### src/rtl/dpf_pkg.sv
package dpf_pkg;

  localparam int unsigned ENTRIES = 32;
  localparam int unsigned IDX_W   = (ENTRIES > 1) ? $clog2(ENTRIES) : 1;
  localparam int unsigned SLOT_W  = 5;
  localparam int unsigned STAMP_W = 32;
  localparam int unsigned ADDR_W  = 3;
  localparam int unsigned DATA_W  = 32;

  typedef logic [IDX_W-1:0] idx_t;

  localparam idx_t LAST_IDX = idx_t'(ENTRIES - 1);

  localparam logic [STAMP_W-1:0] TIMEOUT_RESET = 32'd30000;
  localparam logic [STAMP_W-1:0] STAMP_MAX     = 32'hFFFF_FFFF;

  localparam logic CMD_CHECK = 1'b0;
  localparam logic CMD_PRUNE = 1'b1;

  // Register index taken from paddr[ADDR_W-1:2]
  localparam logic [ADDR_W-3:0] REG_TIMEOUT = '0;

  typedef struct packed {
    logic               cmd;
    logic [7:0]         orig_id;
    logic [15:0]        seq_num;
    logic [STAMP_W-1:0] now_ms;
  } in_item_t;

  typedef struct packed {
    logic              is_duplicate;
    logic [SLOT_W-1:0] slot;
  } out_item_t;

  typedef struct packed {
    logic [7:0]         origin;
    logic [15:0]        seq;
    logic [STAMP_W-1:0] stamp;
  } entry_t;

  typedef enum logic [1:0] {
    ST_IDLE,
    ST_SCAN,
    ST_TAIL,
    ST_DONE
  } state_e;

  function automatic logic [SLOT_W-1:0] to_slot(input idx_t idx);
    return SLOT_W'(idx);
  endfunction

endpackage

### src/rtl/dpf_mem.sv
module dpf_mem (
  input  logic            clk_i,
  input  logic            we_i,
  input  dpf_pkg::idx_t   waddr_i,
  input  dpf_pkg::entry_t wdata_i,
  input  logic            re_i,
  input  dpf_pkg::idx_t   raddr_i,
  output dpf_pkg::entry_t rdata_o
);

  dpf_pkg::entry_t mem_q [dpf_pkg::ENTRIES];
  dpf_pkg::entry_t rdata_q;

  always_ff @(posedge clk_i) begin
    if (we_i) begin
      mem_q[waddr_i] <= wdata_i;
    end
  end

  always_ff @(posedge clk_i) begin
    if (re_i) begin
      rdata_q <= mem_q[raddr_i];
    end
  end

  assign rdata_o = rdata_q;

endmodule

### src/rtl/duplicate_packet_filter.sv
// Channel   Direction  Handshake               Payload
// in        input      in_valid_i / in_ready_o   in_item_i  (cmd, orig_id, seq_num, now_ms)
// out       output     out_valid_o / out_ready_i out_item_o (is_duplicate, slot)
// cfg       input      APB psel/penable/pwrite   timeout register at byte address 0
//
// An item is accepted, then one entry is read per cycle from the entry memory (separate
// read and write ports), the last read is evaluated, and finally the new entry is
// written and the output register loaded.
// A result waits in the output register; the next item is taken meanwhile, but the
// write-back cycle holds until the output register is free.
// Reset clears the used map and the timeout goes to 30000 ms; no clearing pass.
module duplicate_packet_filter (
  input  logic                           clk_i,
  input  logic                           rst_ni,
  input  logic                           in_valid_i,
  output logic                           in_ready_o,
  input  dpf_pkg::in_item_t              in_item_i,
  output logic                           out_valid_o,
  input  logic                           out_ready_i,
  output dpf_pkg::out_item_t             out_item_o,
  input  logic                           psel,
  input  logic                           penable,
  input  logic                           pwrite,
  input  logic [dpf_pkg::ADDR_W-1:0]     paddr,
  input  logic [dpf_pkg::DATA_W-1:0]     pwdata,
  output logic [dpf_pkg::DATA_W-1:0]     prdata,
  output logic                           pready
);

  dpf_pkg::state_e state_q, state_d;

  logic [dpf_pkg::STAMP_W-1:0] timeout_q;
  logic                        reg_sel;

  dpf_pkg::in_item_t item_q;
  dpf_pkg::idx_t     cnt_q, cnt_d;
  dpf_pkg::idx_t     ev_idx_q;
  logic              ev_vld_q;

  logic [dpf_pkg::ENTRIES-1:0] used_q, used_d;

  logic                        hit_q, hit_d;
  dpf_pkg::idx_t               hit_idx_q, hit_idx_d;
  logic                        free_q, free_d;
  dpf_pkg::idx_t               free_idx_q, free_idx_d;
  logic [dpf_pkg::STAMP_W-1:0] min_stamp_q, min_stamp_d;
  dpf_pkg::idx_t               min_idx_q, min_idx_d;

  logic                        out_valid_q;
  dpf_pkg::out_item_t          out_item_q;

  logic                        accept;
  logic                        rd_en;
  logic                        fire;
  logic                        do_write;
  dpf_pkg::idx_t               victim;
  dpf_pkg::entry_t             rd_data;
  dpf_pkg::entry_t             wr_data;
  logic [dpf_pkg::STAMP_W-1:0] age;
  logic                        ev_used;

  // Configuration port
  assign pready  = 1'b1;
  assign reg_sel = (paddr[dpf_pkg::ADDR_W-1:2] == dpf_pkg::REG_TIMEOUT);
  assign prdata  = reg_sel ? timeout_q : '0;

  always_ff @(posedge clk_i or negedge rst_ni) begin
    if (!rst_ni) begin
      timeout_q <= dpf_pkg::TIMEOUT_RESET;
    end else if (psel && penable && pwrite && pready && reg_sel) begin
      timeout_q <= pwdata;
    end
  end

  // Sequencer
  always_comb begin
    state_d = state_q;
    unique case (state_q)
      dpf_pkg::ST_IDLE: if (in_valid_i) state_d = dpf_pkg::ST_SCAN;
      dpf_pkg::ST_SCAN: if (cnt_q == dpf_pkg::LAST_IDX) state_d = dpf_pkg::ST_TAIL;
      dpf_pkg::ST_TAIL: state_d = dpf_pkg::ST_DONE;
      dpf_pkg::ST_DONE: if (!out_valid_q || out_ready_i) state_d = dpf_pkg::ST_IDLE;
      default:          state_d = dpf_pkg::ST_IDLE;
    endcase
  end

  always_comb begin
    in_ready_o = 1'b0;
    rd_en      = 1'b0;
    fire       = 1'b0;
    unique case (state_q)
      dpf_pkg::ST_IDLE: in_ready_o = 1'b1;
      dpf_pkg::ST_SCAN: rd_en = 1'b1;
      dpf_pkg::ST_TAIL: ;
      dpf_pkg::ST_DONE: fire = !out_valid_q || out_ready_i;
      default:          ;
    endcase
  end

  assign accept = in_valid_i && in_ready_o;
  assign cnt_d  = (state_q == dpf_pkg::ST_SCAN) ? cnt_q + 1'b1 : '0;

  always_ff @(posedge clk_i or negedge rst_ni) begin
    if (!rst_ni) begin
      state_q  <= dpf_pkg::ST_IDLE;
      cnt_q    <= '0;
      ev_vld_q <= 1'b0;
    end else begin
      state_q  <= state_d;
      cnt_q    <= cnt_d;
      ev_vld_q <= rd_en;
    end
  end

  always_ff @(posedge clk_i) begin
    if (accept) begin
      item_q <= in_item_i;
    end
    if (rd_en) begin
      ev_idx_q <= cnt_q;
    end
  end

  dpf_mem u_mem (
    .clk_i   (clk_i),
    .we_i    (do_write),
    .waddr_i (victim),
    .wdata_i (wr_data),
    .re_i    (rd_en),
    .raddr_i (cnt_q),
    .rdata_o (rd_data)
  );

  // Shared evaluation of one entry per cycle: match, free slot, oldest stamp, age
  assign ev_used = used_q[ev_idx_q];
  assign age     = item_q.now_ms - rd_data.stamp;

  always_comb begin
    hit_d       = hit_q;
    hit_idx_d   = hit_idx_q;
    free_d      = free_q;
    free_idx_d  = free_idx_q;
    min_stamp_d = min_stamp_q;
    min_idx_d   = min_idx_q;
    used_d      = used_q;
    if (accept) begin
      hit_d       = 1'b0;
      free_d      = 1'b0;
      min_stamp_d = dpf_pkg::STAMP_MAX;
      min_idx_d   = '0;
    end else if (ev_vld_q) begin
      if (item_q.cmd == dpf_pkg::CMD_PRUNE) begin
        // drop entries older than the timeout
        if (ev_used && (age > timeout_q)) begin
          used_d[ev_idx_q] = 1'b0;
        end
      end else begin
        if (ev_used && !hit_q && rd_data.origin == item_q.orig_id
            && rd_data.seq == item_q.seq_num) begin
          hit_d     = 1'b1;
          hit_idx_d = ev_idx_q;
        end
        if (!ev_used && !free_q) begin
          free_d     = 1'b1;
          free_idx_d = ev_idx_q;
        end
        // strict compare keeps the first minimum
        if (ev_used && (rd_data.stamp < min_stamp_q)) begin
          min_stamp_d = rd_data.stamp;
          min_idx_d   = ev_idx_q;
        end
      end
    end else if (do_write) begin
      used_d[victim] = 1'b1;
    end
  end

  always_ff @(posedge clk_i or negedge rst_ni) begin
    if (!rst_ni) begin
      used_q <= '0;
    end else begin
      used_q <= used_d;
    end
  end

  always_ff @(posedge clk_i) begin
    hit_q       <= hit_d;
    hit_idx_q   <= hit_idx_d;
    free_q      <= free_d;
    free_idx_q  <= free_idx_d;
    min_stamp_q <= min_stamp_d;
    min_idx_q   <= min_idx_d;
  end

  // Write-back and result
  assign victim   = free_q ? free_idx_q : min_idx_q;
  assign do_write = fire && (item_q.cmd == dpf_pkg::CMD_CHECK) && !hit_q;
  assign wr_data  = '{origin: item_q.orig_id, seq: item_q.seq_num,
                      stamp: item_q.now_ms};

  always_ff @(posedge clk_i or negedge rst_ni) begin
    if (!rst_ni) begin
      out_valid_q <= 1'b0;
    end else if (fire) begin
      out_valid_q <= 1'b1;
    end else if (out_ready_i) begin
      out_valid_q <= 1'b0;
    end
  end

  always_ff @(posedge clk_i) begin
    if (fire) begin
      if (item_q.cmd == dpf_pkg::CMD_PRUNE) begin
        out_item_q <= '0;
      end else begin
        out_item_q.is_duplicate <= hit_q;
        out_item_q.slot         <= dpf_pkg::to_slot(hit_q ? hit_idx_q : victim);
      end
    end
  end

  assign out_valid_o = out_valid_q;
  assign out_item_o  = out_item_q;

  // Assertions
  a_accept_starts_scan: assert property (@(posedge clk_i) disable iff (!rst_ni)
    accept |=> (state_q == dpf_pkg::ST_SCAN))
    else $error("accepted item did not start a scan");

  a_eval_in_scan: assert property (@(posedge clk_i) disable iff (!rst_ni)
    ev_vld_q |-> (state_q == dpf_pkg::ST_SCAN || state_q == dpf_pkg::ST_TAIL))
    else $error("entry evaluated outside of scan");

  a_scan_never_sets: assert property (@(posedge clk_i) disable iff (!rst_ni)
    (state_q == dpf_pkg::ST_SCAN || state_q == dpf_pkg::ST_TAIL)
    |=> ($countones(used_q) <= $past($countones(used_q))))
    else $error("used map grew during a scan");

  a_write_marks_used: assert property (@(posedge clk_i) disable iff (!rst_ni)
    do_write |=> used_q[$past(victim)])
    else $error("recorded entry not marked used");

  a_hit_reports_dup: assert property (@(posedge clk_i) disable iff (!rst_ni)
    (fire && item_q.cmd == dpf_pkg::CMD_CHECK && hit_q)
    |=> (out_valid_o && out_item_o.is_duplicate))
    else $error("hit not reported as duplicate");

endmodule

### config.mk
export PLATFORM = sky130hd
export DESIGN_NAME = duplicate_packet_filter
export DESIGN_NICKNAME = d
export VERILOG_FILES = /design/src/rtl/dpf_pkg.sv /design/src/rtl/dpf_mem.sv /design/src/rtl/duplicate_packet_filter.sv
export SDC_FILE = /design/constraint.sdc
export NUM_CORES = 2
export LEC_CHECK = 0
export BUFFER_PORTS_ARGS = -buffer_cell sky130_fd_sc_hd__buf_2
export CAP_MARGIN = 20
export CORE_ASPECT_RATIO = 0.8
export CORE_MARGIN = 5
export CORE_UTILIZATION = 25
export DETAILED_ROUTE_END_ITERATION = 6
export GPL_ROUTABILITY_DRIVEN = 1
export PLACE_DENSITY = 0.38
export SYNTH_ARGS = -nofsm -noshare
export SYNTH_HDL_FRONTEND = slang
export SYNTH_SLANG_ARGS = --single-unit
### constraint.sdc
create_clock -name clk_i -period 4.5 [get_ports clk_i]
set_input_delay 0.225 -clock clk_i [delete_from_list [all_inputs] [get_ports clk_i]]
set_output_delay 0.225 -clock clk_i [all_outputs]
set_load 0.1 [all_outputs]
==> flow_summary.json <==
{
  "outcome": "finished, violations left",
  "violations": "negative setup slack",
  "synth_cells": 4581,
  "arrival_ps": 5380,
  "internal_power_mw": 37.36,
  "htree_levels": 4,
  "synth.most_common_cell": "edfxtp_1",
  "clockBufferDepth": 4,
  "nets": 5355,
  "grt_start_max_net_pins": 76,
  "first_global_vias": 45060,
  "initial_utilization": 0.2511,
  "clock-sinks": 2038,
  "syn_to_final_growth_pct": 21.02,
  "tightest_slew_ps": 995.9,
  "drt-initial-drc-count": 3877,
  "hold_path_end": "item_q[55]",
  "p_sw_mw": 15.18,
  "viasPerCell": 4.625,
  "worstPathCellList": "inv_2 > ha_4 > inv_2 > fa_2 > a21o_1 > a221o_1 > a31oi_2 > o31a_1 > a21oi_2 > o21a_1 > o41ai_2 > xnor2_1 > ha_1 > nand4_1 > buf_4 > nor4_4 > buf_4 > o311ai_4 > a2111oi_4 > buf_6 > nand2_1 > o2bb2ai_2",
  "insertion_delay_ps": 900,
  "dpl_cell_area_um2": 90320,
  "cts_tree": "built",
  "p_sw_frac": 0.2890,
  "fp-row-count": 187,
  "critPathMaxStageDelay_ps": 420,
  "drt-total-wl_mm": 259.8,
  "first_pass_iters": 5,
  "power_leakage_nw": 31.72,
  "rrSetupSlack_ps": -180,
  "fmax_ghz": 0.2135,
  "synth.distinct_cells": 77,
  "grt_overflow_total": 0,
  "yosysWarnings": 0,
  "fin_hold_ws_ps": 86.42,
  "finClkSkew_ps": 91.18,
  "die_h_um": 520.4,
  "worst_setup_path_end_kind": "register",
  "antenna_left": 0,
  "die_area_um2": 337300,
  "regArea_um2": 60470,
  "pwr-share-seq": 0.433,
  "dominantRegCellSynth": "edfxtp_1",
  "crit_required_ps": 5190,
  "vias": 44820,
  "fillers": 31960,
  "r2r-start": "item_q[0]",
  "whs_path_depth": 2,
  "path_clk_slew_ps": 70,
  "maxCapViolations": 0,
  "synthTopCellsByCount": "1926 x edfxtp_1, 347 x mux2i_1, 330 x nand2_1, 224 x mux4_2, 213 x a21oi_1",
  "crit_fanout": 8,
  "synth_top_cell_by_area": "edfxtp_1",
  "gp_congestion": 0.7355,
  "port_buffers": 136,
  "fin_crit_sh": 1.041,
  "coreArea_um2": 324300,
  "multiInputGateArea_um2": 20070,
  "cts_buffers": 222,
  "min_period_ps": 4683,
  "io_pins": 140,
  "synth_seq_cells": 2038,
  "cts_root_buf": "clkbuf_16",
  "power_mw": 52.54,
  "dp_hpwl_mm": 144.4,
  "rr_worst_depth": 22,
  "setup_viol": 32,
  "layout-drive-gt1-share": 0.2330,
  "synth-async-reset-ratio": 0.03582,
  "syn_avg_cell_area_um2": 17.77,
  "synth_area_leaders": "edfxtp_1 71%, mux4_2 6.2%, mux2i_1 4.3%",
  "netlist.area_leader.share": 0.7104,
  "die_x_um": 648.0,
  "power_frac_comb": 0.230,
  "cellPowerDensity_nw_per_um2": 533.3,
  "grt_util_all_layers": 0.1496,
  "synth_area_um2": 81420,
  "finalInstanceArea_um2": 98530,
  "antenna_found_initial": 18,
  "synth_edf_count": 1926,
  "cp-start-kind": "register",
  "hp-class": "in -> reg",
  "vdd_drop_max_mv": 0.3023,
  "r2r-end": "used_q[18]",
  "finalHoldViolCount": 0,
  "slowest_stage": "a2111oi_4",
  "drc": 0,
  "cp_num_buf_inv": 5,
  "worst_slack_ps": -183.4,
  "grt_pass1_wl_mm": 360.0,
  "min_from": "in_item_i[55]",
  "synth_fp_nets": 4781,
  "drv_slew": 0,
  "rsz0062_at_grt": "true",
  "crit_type": "reg -> reg",
  "wire_per_inst_um": 26.80,
  "cpLargestDelayFamily": "compound AO/OA/AOI/OAI gates",
  "relSlewSlack": 0.3345,
  "synth.yosys.seq_area_share": 0.7425,
  "clkPwrFrac": 0.338
}
[power groups by stage]
stage / Combinational (mW) / Clock (mW) / Sequential (mW)
after floorplan: 7.20 / 0 / 23.4
after detailed placement: 12.0 / 0 / 23.1
after global routing: 13.2 / 19.1 / 22.8
after global placement: 12.0 / 0 / 23.1
after CTS: 12.3 / 18.3 / 22.7
final: 12.1 / 17.7 / 22.7
[worst register-to-register path: stages, from the launching register on]
cell and delay (ps):
edfxtp_1 400, inv_2 90, ha_4 150, inv_2 40, fa_2 330, a21o_1 180, a221o_1 350, a31oi_2 190
o31a_1 240, a21oi_2 90, o21a_1 250, o41ai_2 250, xnor2_1 120, ha_1 280, nand4_1 80, buf_4 170
nor4_4 130, buf_4 180, o311ai_4 200, a2111oi_4 430, buf_6 200, nand2_1 80, o2bb2ai_2 140
[worst max-delay path by stage]
stage,start,end,slack (ps),depth (start not counted)
floorplan,item_q[0],used_q[0],-9,19
finish,item_q[0],used_q[18],-180,22
global placement,item_q[0],used_q[5],-520,20
detailed placement,u_mem.rdata_o[4],used_q[24],-500,22
CTS,item_q[0],used_q[17],-210,22
global route,item_q[0],used_q[26],-420,22
[area by class of cell]
cell class,instances,area share
repair buffers,578,0.05270
diodes,18,0.0004572
clock buffers,282,0.05963
well taps,4347,0.05520
multi-input cells,2202,0.2037
inverters,113,0.004356
clock inverters,114,0.01021
flip-flops and latches,2038,0.6137
[metal layers]
layer	up-vias	GRT usage	part of all wire	wire length [um]
met1	23780	0.2289	0.50	128800
met3	300	0.03200	0.062	16100
li1	19590	-	-	-
met4	4	0.03000	0.019	4828
met5	-	0.001835	0.00038	99
met2	1159	0.2165	0.42	110000
[through the flow]
step | TNS (ps) | setup slack [ps] | cells | util
after floorplan | -302.2 | -9.445 | 4581 | -
after global placement | -16050 | -522.2 | 9167 | 0.2785
after detailed placement | -15200 | -495.2 | 9167 | 0.2785
after CTS | -5738 | -205.2 | 9670 | 0.3034
after global routing | -11540 | -422.6 | 9675 | 0.3037
final | -3628 | -183.4 | 9692 | 0.3038
[flip-flops by register name (all words and copies together) (netlist names), 2 cells and up]
name / cells
u_mem.mem_q: 1792
item_q: 57
u_mem.rdata_o: 56
min_stamp_q: 32
timeout_q: 32
used_q: 32
out_item_o: 6
cnt_q: 5
ev_idx_q: 5
free_idx_q: 5
hit_idx_q: 5
min_idx_q: 5
state_q: 2
[kinds of logic after synthesis]
logic type,after synthesis,share of synthesized area
other,1,0.00004606
XOR/XNOR,51,0.005486
multiplexers,726,0.1275
buffers and inverters,341,0.01672
AND/OR/NAND/NOR,532,0.02786
adder cells (fa/ha/maj),101,0.01561
AO/OA/AOI/OAI,791,0.06425
flip-flops,2038,0.7425
[placed cells by master (no fill, tap or decap), drive strengths merged, types with 42 or more instances in the layout]
cell,count
edfxtp,1926
buf,473
mux2i,347
nand2,331
clkbuf,282
mux4,232
a21oi,213
o21ai,190
o221ai,169
mux2,147
inv,116
nor2,111
dlygate4sd3,105
ha,100
clkinv,88
dfrtp,66
o22ai,60
xnor2,42
[timing repair]
action                                 in CTS  in global routing
pin swaps                                  15                  1
hold buffers                              104                  1
gates resized for setup                    29                  8
setup endpoints to repair                  32                 32
endpoints found under the hold margin     165                 27
buffers inserted                            3                  2
Note: power is estimated with default switching activity, not from simulation.
